--- src/rtl/lru_key_value_cache_core_assert.svh ---
// ----------------------------------------------------------------------------
// LRU key/value cache assertion macros
// Shared assertion forms, clocked on clk_i and disabled while rst_ni is low.
// ----------------------------------------------------------------------------
`ifndef LRU_KEY_VALUE_CACHE_CORE_ASSERT_SVH
`define LRU_KEY_VALUE_CACHE_CORE_ASSERT_SVH

// A condition that must hold at every clock edge out of reset.
`define LKVC_ASSERT_ALWAYS(label, prop) \
  label: assert property (@(posedge clk_i) disable iff (!rst_ni) (prop)) \
    else $error("lkvc: invariant violated");

// A consequence that must hold in the cycle after the trigger.
`define LKVC_ASSERT_NEXT(label, ante, cons) \
  label: assert property (@(posedge clk_i) disable iff (!rst_ni) (ante) |=> (cons)) \
    else $error("lkvc: next-cycle check violated");

`endif

--- src/rtl/lkvc_pkg.sv ---
// ----------------------------------------------------------------------------
// LRU key/value cache package
// Field widths, operation codes and parameter defaults shared by the block.
// ----------------------------------------------------------------------------
`default_nettype none

package lkvc_pkg;

  localparam int unsigned CAPACITY_DEF   = 16;
  localparam int unsigned KEY_BITS_DEF   = 16;
  localparam int unsigned VALUE_BITS_DEF = 32;

  localparam int unsigned KEY_W   = 16;
  localparam int unsigned VALUE_W = 32;
  localparam int unsigned CFG_W   = 5;

  localparam logic [CFG_W-1:0] CFG_RESET = 5'd16;

  typedef enum logic {
    ACT_GET = 1'b0,
    ACT_PUT = 1'b1
  } action_e;

endpackage

`default_nettype wire

--- src/rtl/lkvc_if.sv ---
// ----------------------------------------------------------------------------
// LRU key/value cache channel interfaces
// Request and response channels with a valid/ready handshake.
// ----------------------------------------------------------------------------
`default_nettype none

interface lkvc_req_if;
  logic                             valid;
  logic                             ready;
  lkvc_pkg::action_e                action;
  logic [lkvc_pkg::KEY_W-1:0]       lookup_key;
  logic [lkvc_pkg::VALUE_W-1:0]     write_value;

  modport source (output valid, action, lookup_key, write_value, input ready);
  modport sink   (input valid, action, lookup_key, write_value, output ready);
endinterface

interface lkvc_rsp_if;
  logic                             valid;
  logic                             ready;
  logic                             hit;
  logic [lkvc_pkg::VALUE_W-1:0]     read_value;

  modport source (output valid, hit, read_value, input ready);
  modport sink   (input valid, hit, read_value, output ready);
endinterface

`default_nettype wire

--- src/rtl/lkvc_lookup.sv ---
// ----------------------------------------------------------------------------
// LRU key/value cache lookup
// Parallel key compare over all entries with a lowest-index match, plus the
// lowest-index slot that stays free after eviction.
// ----------------------------------------------------------------------------
`default_nettype none

module lkvc_lookup #(
  parameter int unsigned CAPACITY = lkvc_pkg::CAPACITY_DEF,
  parameter int unsigned KW       = lkvc_pkg::KEY_W,
  parameter int unsigned IDX_W    = 4
) (
  input  logic [CAPACITY-1:0] valid_i,
  input  logic [KW-1:0]       keys_i [CAPACITY],
  input  logic [KW-1:0]       key_i,
  input  logic [CAPACITY-1:0] keep_i,
  output logic                found_o,
  output logic [IDX_W-1:0]    match_idx_o,
  output logic [IDX_W-1:0]    free_idx_o
);

  // Scan from the top so the lowest index wins.
  always_comb begin
    found_o     = 1'b0;
    match_idx_o = '0;
    free_idx_o  = '0;
    for (int i = CAPACITY - 1; i >= 0; i--) begin
      if (valid_i[i] && (keys_i[i] == key_i)) begin
        found_o     = 1'b1;
        match_idx_o = IDX_W'(i);
      end
      if (!keep_i[i]) begin
        free_idx_o = IDX_W'(i);
      end
    end
  end

endmodule

`default_nettype wire

--- src/rtl/lru_key_value_cache_core.sv ---
// ----------------------------------------------------------------------------
// LRU key/value cache core
// Fully associative key/value store with least-recently-used replacement.
// ----------------------------------------------------------------------------
// Usage:
//   req_i carries one get or put item per handshake (valid && ready).
//   rsp_o returns exactly one item per request, in order: hit tells whether
//   the key was present, read_value is the stored value on a get hit and
//   zero otherwise.
//   cfg_we_i/cfg_wdata_i write active_capacity (0 acts as 1, values above
//   CAPACITY act as CAPACITY); write it only while the block is idle.
// Timing:
//   An accepted item waits in the input register; once the result register is
//   free or its item is being taken, the compare, rank update and result are
//   done in one pass into the result register, which drives the response item.
//   One item per cycle is sustained while responses are taken, set by one entry update per cycle.
// Reset:
//   All entries become invalid, the fill count clears, active_capacity
//   returns to 16. Items are accepted as soon as reset is released.
// Stall:
//   A stalled response holds; the input register still takes one more item,
//   then ready drops until the response is taken.
// ----------------------------------------------------------------------------
`default_nettype none

`include "lru_key_value_cache_core_assert.svh"

module lru_key_value_cache_core #(
  parameter int unsigned CAPACITY   = lkvc_pkg::CAPACITY_DEF,
  parameter int unsigned KEY_BITS   = lkvc_pkg::KEY_BITS_DEF,
  parameter int unsigned VALUE_BITS = lkvc_pkg::VALUE_BITS_DEF
) (
  input  logic                       clk_i,
  input  logic                       rst_ni,
  input  logic                       cfg_we_i,
  input  logic [lkvc_pkg::CFG_W-1:0] cfg_wdata_i,
  lkvc_req_if.sink                   req_i,
  lkvc_rsp_if.source                 rsp_o
);

  localparam int unsigned IDX_W  = (CAPACITY > 1) ? $clog2(CAPACITY) : 1;
  localparam int unsigned RANK_W = IDX_W;
  localparam int unsigned CNT_W  = $clog2(CAPACITY + 1);
  localparam int unsigned CMP_W  = (CNT_W > lkvc_pkg::CFG_W) ? CNT_W : lkvc_pkg::CFG_W;
  localparam int unsigned KW     = (KEY_BITS < lkvc_pkg::KEY_W) ? KEY_BITS : lkvc_pkg::KEY_W;
  localparam int unsigned VW     =
    (VALUE_BITS < lkvc_pkg::VALUE_W) ? VALUE_BITS : lkvc_pkg::VALUE_W;

  // Configuration.
  logic [lkvc_pkg::CFG_W-1:0] cap_q;

  // Input register.
  logic                 s1_valid_q;
  lkvc_pkg::action_e    s1_act_q;
  logic [KW-1:0]        s1_key_q;
  logic [VW-1:0]        s1_val_q;

  // Result register.
  logic                        res_valid_q;
  logic                        res_hit_q;
  logic [lkvc_pkg::VALUE_W-1:0] res_val_q;
  logic                        res_hit_d;
  logic [lkvc_pkg::VALUE_W-1:0] res_val_d;

  // Entry state.
  logic [CAPACITY-1:0] valid_q, valid_d;
  logic [RANK_W-1:0]   rank_q [CAPACITY];
  logic [RANK_W-1:0]   rank_d [CAPACITY];
  logic [CNT_W-1:0]    count_q, count_d;
  logic [KW-1:0]       key_q [CAPACITY];
  logic [VW-1:0]       value_q [CAPACITY];

  logic                advance;
  logic                is_put;
  logic                found;
  logic [IDX_W-1:0]    match_idx;
  logic [IDX_W-1:0]    free_idx;
  logic [CAPACITY-1:0] keep;
  logic [CMP_W-1:0]    cap_ext, eff_cap, cap_lim, cnt_ext, kept_cnt;
  logic [RANK_W-1:0]   hit_rank;
  logic                key_we, val_we;
  logic [IDX_W-1:0]    wr_idx;

  assign advance     = s1_valid_q && (!res_valid_q || rsp_o.ready);
  assign req_i.ready = !s1_valid_q || advance;
  assign is_put      = (s1_act_q == lkvc_pkg::ACT_PUT);

  assign rsp_o.valid      = res_valid_q;
  assign rsp_o.hit        = res_hit_q;
  assign rsp_o.read_value = res_val_q;

  // Effective capacity, clamped to 1..CAPACITY.
  always_comb begin
    cap_ext = CMP_W'(cap_q);
    priority if (cap_ext == '0) begin
      eff_cap = CMP_W'(1);
    end else if (cap_ext > CMP_W'(CAPACITY)) begin
      eff_cap = CMP_W'(CAPACITY);
    end else begin
      eff_cap = cap_ext;
    end
    cap_lim  = eff_cap - CMP_W'(1);
    cnt_ext  = CMP_W'(count_q);
    kept_cnt = (cnt_ext >= eff_cap) ? cap_lim : cnt_ext;
  end

  // Ranks of valid entries form 0..count-1, so evicting down to cap-1
  // entries drops exactly the valid entries ranked cap-1 or older.
  always_comb begin
    for (int i = 0; i < CAPACITY; i++) begin
      keep[i] = valid_q[i] && (CMP_W'(rank_q[i]) < cap_lim);
    end
  end

  lkvc_lookup #(
    .CAPACITY (CAPACITY),
    .KW       (KW),
    .IDX_W    (IDX_W)
  ) u_lookup (
    .valid_i     (valid_q),
    .keys_i      (key_q),
    .key_i       (s1_key_q),
    .keep_i      (keep),
    .found_o     (found),
    .match_idx_o (match_idx),
    .free_idx_o  (free_idx)
  );

  assign hit_rank = rank_q[match_idx];

  always_comb begin
    valid_d   = valid_q;
    rank_d    = rank_q;
    count_d   = count_q;
    key_we    = 1'b0;
    val_we    = 1'b0;
    wr_idx    = match_idx;
    res_hit_d = found;
    res_val_d = '0;
    if (advance) begin
      if (found) begin
        // Entries more recent than the hit age by one.
        for (int i = 0; i < CAPACITY; i++) begin
          if (valid_q[i] && (IDX_W'(i) != match_idx) && (rank_q[i] < hit_rank)) begin
            rank_d[i] = rank_q[i] + 1'b1;
          end
        end
        rank_d[match_idx] = '0;
        val_we = is_put;
        if (!is_put) begin
          res_val_d = lkvc_pkg::VALUE_W'(value_q[match_idx]);
        end
      end else if (is_put) begin
        for (int i = 0; i < CAPACITY; i++) begin
          valid_d[i] = keep[i];
          if (keep[i]) begin
            rank_d[i] = rank_q[i] + 1'b1;
          end
        end
        valid_d[free_idx] = 1'b1;
        rank_d[free_idx]  = '0;
        count_d = CNT_W'(kept_cnt + CMP_W'(1));
        key_we  = 1'b1;
        val_we  = 1'b1;
        wr_idx  = free_idx;
      end
    end
  end

  always_ff @(posedge clk_i or negedge rst_ni) begin
    if (!rst_ni) begin
      cap_q       <= lkvc_pkg::CFG_RESET;
      s1_valid_q  <= 1'b0;
      res_valid_q <= 1'b0;
      valid_q     <= '0;
      rank_q      <= '{default: '0};
      count_q     <= '0;
    end else begin
      if (cfg_we_i) begin
        cap_q <= cfg_wdata_i;
      end
      if (req_i.valid && req_i.ready) begin
        s1_valid_q <= 1'b1;
      end else if (advance) begin
        s1_valid_q <= 1'b0;
      end
      if (advance) begin
        res_valid_q <= 1'b1;
      end else if (rsp_o.ready) begin
        res_valid_q <= 1'b0;
      end
      valid_q <= valid_d;
      rank_q  <= rank_d;
      count_q <= count_d;
    end
  end

  always_ff @(posedge clk_i) begin
    if (req_i.valid && req_i.ready) begin
      s1_act_q <= req_i.action;
      s1_key_q <= req_i.lookup_key[KW-1:0];
      s1_val_q <= req_i.write_value[VW-1:0];
    end
    if (advance) begin
      res_hit_q <= res_hit_d;
      res_val_q <= res_val_d;
    end
    if (key_we) begin
      key_q[wr_idx] <= s1_key_q;
    end
    if (val_we) begin
      value_q[wr_idx] <= s1_val_q;
    end
  end

  `LKVC_ASSERT_ALWAYS(a_count_bound, count_q <= CNT_W'(CAPACITY))
  `LKVC_ASSERT_ALWAYS(a_count_matches_valid, $countones(valid_q) == int'(count_q))
  `LKVC_ASSERT_NEXT(a_hit_keeps_count, advance && found, count_q == $past(count_q))
  `LKVC_ASSERT_NEXT(a_put_miss_fills, advance && !found && is_put, count_q != '0)

endmodule

`default_nettype wire

--- src/flat_wrapper.sv ---
// flat-port wrapper written by rule: the top's interface ports become plain ports
module lru_key_value_cache_core_flat 
#(
  parameter int unsigned CAPACITY   = lkvc_pkg::CAPACITY_DEF,
  parameter int unsigned KEY_BITS   = lkvc_pkg::KEY_BITS_DEF,
  parameter int unsigned VALUE_BITS = lkvc_pkg::VALUE_BITS_DEF
)
  (clk_i, rst_ni, cfg_we_i, cfg_wdata_i, req_i_valid, req_i_action, req_i_lookup_key, req_i_write_value, req_i_ready, rsp_o_valid, rsp_o_hit, rsp_o_read_value, rsp_o_ready);
  lkvc_req_if req_i_i ();
  lkvc_rsp_if rsp_o_i ();
  input  logic clk_i;
  input  logic rst_ni;
  input  logic cfg_we_i;
  input  logic [lkvc_pkg::CFG_W-1:0] cfg_wdata_i;
  input wire logic [$bits(req_i_i.valid)-1:0] req_i_valid;
  input wire logic [$bits(req_i_i.action)-1:0] req_i_action;
  input wire logic [$bits(req_i_i.lookup_key)-1:0] req_i_lookup_key;
  input wire logic [$bits(req_i_i.write_value)-1:0] req_i_write_value;
  output wire logic [$bits(req_i_i.ready)-1:0] req_i_ready;
  output wire logic [$bits(rsp_o_i.valid)-1:0] rsp_o_valid;
  output wire logic [$bits(rsp_o_i.hit)-1:0] rsp_o_hit;
  output wire logic [$bits(rsp_o_i.read_value)-1:0] rsp_o_read_value;
  input wire logic [$bits(rsp_o_i.ready)-1:0] rsp_o_ready;
  assign req_i_i.valid = req_i_valid;
  assign req_i_i.action = req_i_action;
  assign req_i_i.lookup_key = req_i_lookup_key;
  assign req_i_i.write_value = req_i_write_value;
  assign req_i_ready = req_i_i.ready;
  assign rsp_o_valid = rsp_o_i.valid;
  assign rsp_o_hit = rsp_o_i.hit;
  assign rsp_o_read_value = rsp_o_i.read_value;
  assign rsp_o_i.ready = rsp_o_ready;
  lru_key_value_cache_core #(.CAPACITY(CAPACITY), .KEY_BITS(KEY_BITS), .VALUE_BITS(VALUE_BITS)) u_core (.clk_i(clk_i), .rst_ni(rst_ni), .cfg_we_i(cfg_we_i), .cfg_wdata_i(cfg_wdata_i), .req_i(req_i_i), .rsp_o(rsp_o_i));
endmodule
--- config.mk ---
export PLATFORM = sky130hd
export DESIGN_NAME = lru_key_value_cache_core_flat
export DESIGN_NICKNAME = d
export VERILOG_FILES = /design/src/rtl/lkvc_pkg.sv /design/src/rtl/lkvc_if.sv /design/src/rtl/lkvc_lookup.sv /design/src/rtl/lru_key_value_cache_core.sv /design/src/flat_wrapper.sv
export VERILOG_INCLUDE_DIRS = /design/src /design/src/rtl
export SDC_FILE = /design/constraint.sdc
export NUM_CORES = 2
export LEC_CHECK = 0
export BUFFER_PORTS_ARGS = -buffer_cell sky130_fd_sc_hd__buf_4
export CAP_MARGIN = 20
export CELL_PAD_IN_SITES_DETAIL_PLACEMENT = 1
export CELL_PAD_IN_SITES_GLOBAL_PLACEMENT = 1
export CORE_AREA = 5 5 393 395
export DETAILED_ROUTE_END_ITERATION = 8
export DIE_AREA = 0 0 398 400
export HOLD_SLACK_MARGIN = 0.05
export PLACE_DENSITY = 0.55
export SLEW_MARGIN = 20
export SYNTH_ARGS = -nofsm -noshare
export SYNTH_HDL_FRONTEND = slang
export SYNTH_HIERARCHICAL = 1
export SYNTH_SLANG_ARGS = --single-unit
--- constraint.sdc ---
create_clock -name clk_i -period 6.3 [get_ports clk_i]
set_input_delay 0.315 -clock clk_i [delete_from_list [all_inputs] [get_ports clk_i]]
set_output_delay 0.315 -clock clk_i [all_outputs]
set_load 0.05 [all_outputs]
## Word level (Yosys, flattened, before mapping)

Memories as Yosys holds them, arrays and structs flattened. A register that Yosys moved wholly into a read port is not among the register bits.
Cells that the tools add are included.

| cells by class | value |
|---|---|
| add/sub/neg operators | 17 |
| magnitude comparators | 41 |
| equal/unequal tests | 31 |
| muxes and demuxes | 190 |
| bitwise logic cells | 9 |
| reductions and logical operators | 82 |

Operator list:

| kind | count |
|---|---|
| 4-bit two-way mux | 151 |
| 256-bit bitwise mux | 1 |
| 16-bit == test | 16 |
| 64-bit bitwise AND | 2 |
| 64-bit two-way mux | 2 |
| 64-bit inverter | 2 |
| 4-bit by 5-bit < comparator with 1-bit output | 16 |
| 1-bit logical AND | 70 |
| 4-bit by 1-bit adder with 4-bit output (second input constant) | 16 |
| 16-bit demux with 4-bit select | 1 |
| 4-bit < comparator | 16 |
| 4-bit demux with 4-bit select | 2 |
| 4-bit inequality test (first input constant) | 8 |
| 1-bit two-way mux | 28 |
| 4-bit binary-select mux with 4-bit select | 1 |
| 16-bit two-way mux | 1 |
| 3-bit by 4-bit inequality test with 1-bit output (first input constant) | 4 |
| 16-bit OR | 1 |
| 5-bit greater-or-equal comparator (second input constant) | 3 |
| 5-bit by 1-bit < comparator with 1-bit output (second input constant) | 3 |
| 4-bit inverter with 5-bit output | 3 |
| 5-bit two-way mux | 2 |
| 2-bit by 4-bit inequality test with 1-bit output (first input constant) | 2 |
| 2-bit nonzero test | 3 |
| 14 further kinds | 16 |

| storage, ports and cells | value |
|---|---|
| register bits | 393 |
| RAM bits | 512 |
| input bits | 59 |
| output and inout port bits | 35 |
| logic and storage cells | 411 |
| memories | 1 |

Memory list:

| memory | depth | width | rd ports | clocked after Yosys merged registers in | wr ports | line | source |
|---|---|---|---|---|---|---|---|
| u_core.value_q | 16 | 32 | 1 | 1 | 1 | lru_key_value_cache_core.sv:71 | `logic [VW-1:0] value_q [CAPACITY];` |

## Logic depth before layout (Yosys ltp)

| logic depth | value |
|---|---|
| depth in word-level cells | 31 |
| depth in mapped cells | 27 |
| gate-level depth less buffers | 25 |

## Cells and area by module

The synthesis kept the hierarchy.

By module, submodules not included:

| module | times used | cells an instance | area an instance (sq um) | seq. area each (sq um) |
|---|---|---|---|---|
| lru_key_value_cache_core | 1 | 2,130 | 38,360.5 | 27,702.8 |
| lkvc_lookup | 1 | 441 | 3,540.9 | 0.0 |

## Worst setup path before layout

Ideal clock, no wire load.

| timing | value |
|---|---|
| path type | flip-flop to flip-flop |
| from | register u_core.cap_q (netlist bit u_core/cap_ext[1]) |
| to | memory u_core/value_q[11][0] (netlist name) (enable) |
| library setup time | 0.421 ns |
| arrival | 5.986 ns |
| required time | 5.879 ns |
| slack | -0.107 ns |
| cell stages (with the launch flop) | 23 |
| path buffers | 1 |
| clock period less this slack | 6.407 ns |
| path through | dfrtp_1 -> nor4_4 -> nor2_1 -> ha_1 -> xnor2_1 -> ha_1 -> nor2_1 -> nor2_1 -> a31o_2 -> a221oi_2 -> inv_1 -> o21ai_0 -> a21boi_0 -> o21ai_0 -> a21boi_0 -> o21ai_0 -> nand2_1 -> a31oi_1 -> nand2_1 -> clkbuf_1 -> nor2_1 -> a31oi_1 -> nor2_1 |

| on the way | value |
|---|---|
| elaborated cells on any way between the ends | 56 |
| those cells by class | add/sub: 1; order compare: 17; mux: 21; reduce/logical: 17 |

RTL lines:

| what | line | source |
|---|---|---|
| start, declared | lru_key_value_cache_core.sv:50 | `logic [lkvc_pkg::CFG_W-1:0] cap_q;` |
| start signal, assigned | lru_key_value_cache_core.sv:172 | `cap_q <= lkvc_pkg::CFG_RESET;` |
| start signal, assigned | lru_key_value_cache_core.sv:180 | `cap_q <= cfg_wdata_i;` |
| 5-bit greater-than comparator | lru_key_value_cache_core.sv:97 | `end else if (cap_ext > CMP_W'(CAPACITY)) begin` |
| 5-bit two-way mux | lru_key_value_cache_core.sv:97 |  |
| 5-bit two-way mux * | lru_key_value_cache_core.sv:95 | `priority if (cap_ext == '0) begin` |
| 5-bit by 1-bit subtractor with 5-bit output * | lru_key_value_cache_core.sv:102 | `cap_lim = eff_cap - CMP_W'(1);` |
| 4-bit by 5-bit < comparator with 1-bit output * | lru_key_value_cache_core.sv:111 | `keep[i] = valid_q[i] && (CMP_W'(rank_q[i]) < cap_lim);` |
| 1-bit logical AND * | lru_key_value_cache_core.sv:111 |  |
| via u_core.keep[14] | lru_key_value_cache_core.sv:78 | `logic [CAPACITY-1:0] keep;` |
| 4-bit two-way mux * (15 in series) | lkvc_lookup.sv:32 | `if (!keep_i[i]) begin` |
| via u_core.free_idx[0] | lru_key_value_cache_core.sv:77 | `logic [IDX_W-1:0] free_idx;` |
| 4-bit two-way mux * | lru_key_value_cache_core.sv:153 | `end else if (is_put) begin` |
| 4-bit two-way mux * | lru_key_value_cache_core.sv:141 | `if (found) begin` |
| 4-bit two-way mux * | lru_key_value_cache_core.sv:140 | `if (advance) begin` |
| end, declared | lru_key_value_cache_core.sv:71 |  |

Mark *: on every way through the listed nets, which the timed path passes. The rest lies on a longest branch.

## Final worst setup path

| timing | value |
|---|---|
| from | register u_core.s1_key_q[15] |
| to | register u_core/rank_q[31] (netlist name) |

| on the way | value |
|---|---|
| cells in the longest elaborated chain, start to end | 29 |
| elaborated cells on any way between the ends | 85 |
| those cells by class | order compare: 3; eq/ne: 17; mux: 41; bitwise: 3; reduce/logical: 21 |

Ends and longest elaborated chain:

| what | line | source |
|---|---|---|
| start, declared | lru_key_value_cache_core.sv:55 | `logic [KW-1:0] s1_key_q;` |
| start signal, assigned | lru_key_value_cache_core.sv:201 | `s1_key_q <= req_i.lookup_key[KW-1:0];` |
| 16-bit == test | lkvc_lookup.sv:28 | `if (valid_i[i] && (keys_i[i] == key_i)) begin` |
| 1-bit logical AND | lkvc_lookup.sv:28 |  |
| 4-bit two-way mux (15 in series) | lkvc_lookup.sv:28 |  |
| 4-bit two-way mux * | lkvc_lookup.sv:28 |  |
| via u_core.match_idx[0] | lru_key_value_cache_core.sv:76 | `logic [IDX_W-1:0] match_idx;` |
| 4-bit inverter with 5-bit output (implied by the code) | lru_key_value_cache_core.sv:129, lru_key_value_cache_core.sv:148 |  |
| 4-bit binary-select mux with 4-bit select | lru_key_value_cache_core.sv:129 | `assign hit_rank = rank_q[match_idx];` |
| 4-bit two-way mux (implied by the code) (2 in series) | lru_key_value_cache_core.sv:129 |  |
| 4-bit < comparator | lru_key_value_cache_core.sv:144 | `if (valid_q[i] && (IDX_W'(i) != match_idx) && (rank_q[i] < hit_rank)) begin` |
| 1-bit logical AND | lru_key_value_cache_core.sv:144 |  |
| 4-bit two-way mux | lru_key_value_cache_core.sv:144 |  |
| 4-bit two-way mux | lru_key_value_cache_core.sv:141 |  |
| 4-bit two-way mux | lru_key_value_cache_core.sv:140 |  |
| 64-bit bitwise AND (no source line) * | - |  |
| 64-bit two-way mux * | lru_key_value_cache_core.sv:141 |  |
| end signal, assigned | lru_key_value_cache_core.sv:193 | `rank_q <= rank_d;` |
| end, declared | lru_key_value_cache_core.sv:67 | `logic [RANK_W-1:0] rank_q [CAPACITY];` |

Mark *: on every way through the listed nets, which the timed path passes. The rest lies on a longest branch. The select of a mux whose other input is x is not followed.
A chain may end at the register's enable or synchronous reset.

==> metrics.md <==
| Metric | Value |
|---|---|
| Status | complete, no violations |
| Vias in the first global route | 25,900 |
| Worst path arrival time | ~6.6 ns |
| Reg2Reg Depth | 21 |
| Final Critical Period | 6.00 ns |
| Setup_tns | 0 ns |
| Final setup margin | 0.304 ns |
| Core area | 0.151 mm^2 |
| Final Hold Fails | 0 |
| Placer Congestion | roughly 0.81 |
| Clock Tree Buf Depth | 3 |
| Post-synthesis register bit count | 937 |
| Max H-tree Level | 3 |
| Layout area overhead | 21.5% |
| Setup violations, final | 0 |
| Dpl ws | -0.0142 ns |
| Synth Net Count | 2,727 |
| Final period utilization | 95.2% |
| Crit-path max FO | 25 |
| Die area | 0.159 mm^2 |
| Post-synth EDFFs | 850 |
| Grt met2 use | 25.5% |
| Setup crit end kind | flip-flop |
| Tightest hold margin | 0.201 ns |
| Number of nets at the end of the flow | 3,098 |
| CTS tree | built |
| Commonest non-fill, non-tap cells in the layout | edfxtp_1 (850), buf_4 (286), xnor2_1 (193) |
| Post-Route WL | 124 mm |
| Drt drc | 0 |
| Achievable frequency | 0.167 GHz |
| Top delay family on crit path | compound AO/OA/AOI/OAI gates |
| Top post-synthesis cells by area | edfxtp_1 (61%), mux4_2 (9.6%), dfrtp_1 (5.1%) |
| Io pins | 94 |
| Cells after Synth | 2,571 |
| P_leak | about 17 nW |
| Largest net degree at the start of global routing | 99 |
| Critical Path Max Stage Delay | about 0.55 ns |
| Die Height | 400 um |
| Initial Utilization | approximately 28% |
| Met1 usage | 21.5% |
| Slowest stage cell, crit path | mux4_2 |
| Initial drt markers | 1,695 |
| Yosys top cell by area | edfxtp_1 |
| Cell depth of the worst setup path | 21 |
| Critical path class | reg -> reg |
| Via/cell ratio | 4.85 |
| Worst vdd ir | 0.294 mV |
| R2R Path End | u_core/rank_q[31]$_DFFE_PN0P_ |
| Port bufs | 93 |
| Clk_skew | 0.0759 ns |
| CP most frequent cell | a211oi_1 |
| Met3 Use GR | 2.49% |
| Post-DR wirelength/cell | 24.5 um |
| Yosys cell types | 90 |
| Most Crowded Layer GR | met2 |
| Slew margin rel. | 30.3% |
| Register area share after synthesis | between 60% and 70% |
| Overall Global Routing Usage | 15.4% |
| Clock transition at path regs | 0.06 ns |
| CP Buf/Inv Count | 4 |
| Clk_lat worst skew | 0.74 ns |
| 1st-pass router iterations | 5 |
| Power per cell area | 384 mW/mm^2 |
| Layout cells sized above 1 | 24.9% |
| Total gr overflow | 0 |
| Final max-slew violation count | 0 |
| Row count | 143 |
| WP data required | just under 7 ns |
| Clk root buf | clkbuf_16 |
| Synthesis Warnings | 6 |
| CP cell instances | buf_4 > xor2_1 > nor4_2 > nand4_1 > a211oi_1 > o22ai_1 > a211oi_1 > o41ai_2 > a31oi_4 > buf_12 > mux4_2 > mux4_2 > inv_1 > buf_4 > ha_1 > a211oi_1 > nand2_1 > a211oi_1 > a32oi_1 > or3_1 > o211ai_1 |
| Max_cap viols | 0 |
| R2R setup slack | 0.30 ns |
| DRT antenna net count | 0 |
| Most common cell after layout, fill and taps aside | edfxtp_1 |
| Synth Area per Inst | 16.3 um^2 |
| Top_reg_cell synth | edfxtp_1 |
| Mapped Area | 0.0419 mm^2 |
| Final Non-Filler Cells | about 5,000 |
| Min-delay worst type | in -> async |
| Synth top area share | 60.9% |
| CTS Buf Count | 103 |
| DP HPWL | 80.1 mm |
| Startpoint class of the critical path | flip-flop |
| Die boundary width | 398 um |
| Placed cell count | 4,776 |
| Ys async rst share | 9.28% |
| Slew @ Worst Pin | roughly 1.0 ns |
| Global-route wire length before repair | 182 mm |
| Vias after detailed routing | 24,500 |
| R2R Path Start | u_core/s1_key_q[15]$_DFFE_PP_ |
| # clock sinks | 937 |
| Total chip power | roughly 20 mW |
| Initial antenna violation count | 3 |
==> per-stage QoR <==
stage                     area (um^2)  util, %
after floorplan                 41900        -
after global placement          46600     30.9
after detailed placement        46600     30.9
after CTS                       50600     33.5
after global routing            50900     33.7
final                           50900     33.7
==> per-layer routing <==
metal,part of all wire [%],vias up
li1,-,10900
met1,46,13000
met2,47,474
met3,4.0,151
met4,2.0,2
met5,0.010,-
==> cells in the mapped netlist (12+ instances only) <==
cell type,instances
edfxtp_1,850
xnor2_1,194
mux4_2,179
nor2_1,111
nand2_1,104
ha_1,97
dfrtp_1,86
o21ai_0,77
xor2_1,71
inv_1,54
nand4_1,51
nand3_1,49
nor2b_1,49
nor3_1,44
a21oi_1,42
clkbuf_1,40
o31ai_1,28
buf_6,24
nor4_1,24
and3_1,23
buf_2,21
mux2i_1,21
buf_1,19
o211ai_1,18
a211oi_1,17
nand2b_1,17
or3_1,17
buf_4,12
==> layout make-up <==
type / instances / area [um^2]
fillers: 15500 / 99900
flip-flops and latches: 937 / 27700
multi-input cells: 1461 / 13600
repair buffers: 382 / 3480
clock buffers: 121 / 2650
well taps: 2030 / 2540
clock inverters: 73 / 716
inverters: 57 / 214
diodes: 1 / 2.50
==> cells by family after synthesis <==
group | synth area share [%]
flops | 66.1
fa+ha+maj | 2.99
simple gates | 6.95
xor+xnor | 5.54
mux | 10.4
buf+inv | 2.15
compound gates | 5.89
==> repair_timing <==
item                       in CTS  in global routing
buffers inserted                0                 32
gates resized for setup         1                  3
hold buffers                   59                  0
hold endpoints to repair       96                  0
pin swaps                       0                  1
setup endpoints to repair       5                 40
==> report_power, final <==
part,total (mW),internal [mW],switching (mW)
clock network,5.98,3.36,2.61
registers,8.20,7.48,0.719
logic,5.37,2.15,3.23
total,19.5,13.0,6.56
==> how the worst max path moves through the flow <==
| stage | start | end |
|---|---|---|
| CTS | u_core/s1_key_q[6]$_DFFE_PP_ | u_core/rank_q[13]$_DFFE_PN0P_ |
| floorplan | u_core/cap_ext[1]$_DFFE_PN0P_ | u_core/value_q[11][0]$_DFFE_PP_ |
| global placement | u_core/s1_key_q[6]$_DFFE_PP_ | u_core/rank_q[13]$_DFFE_PN0P_ |
| global route | u_core/s1_key_q[15]$_DFFE_PP_ | u_core/rank_q[52]$_DFFE_PN0P_ |
| finish | u_core/s1_key_q[15]$_DFFE_PP_ | u_core/rank_q[31]$_DFFE_PN0P_ |
| detailed placement | u_core/s1_key_q[6]$_DFFE_PP_ | u_core/rank_q[13]$_DFFE_PN0P_ |
==> registers in the layout (all words and copies together), names as in the netlist <==
signal                   flops
u_core/key_q               256
u_core/rsp_o.valid           1
u_core/valid_q              16
u_core/s1_val_q             32
u_core/cap_ext               5
u_core/rsp_o.read_value     32
u_core/rank_q               64
u_core/value_q             512
u_core/rsp_o.hit             1
u_core/s1_valid_q            1
u_core/s1_key_q             16
u_core/is_put                1
Note: power is estimated with default switching activity, not from simulation.
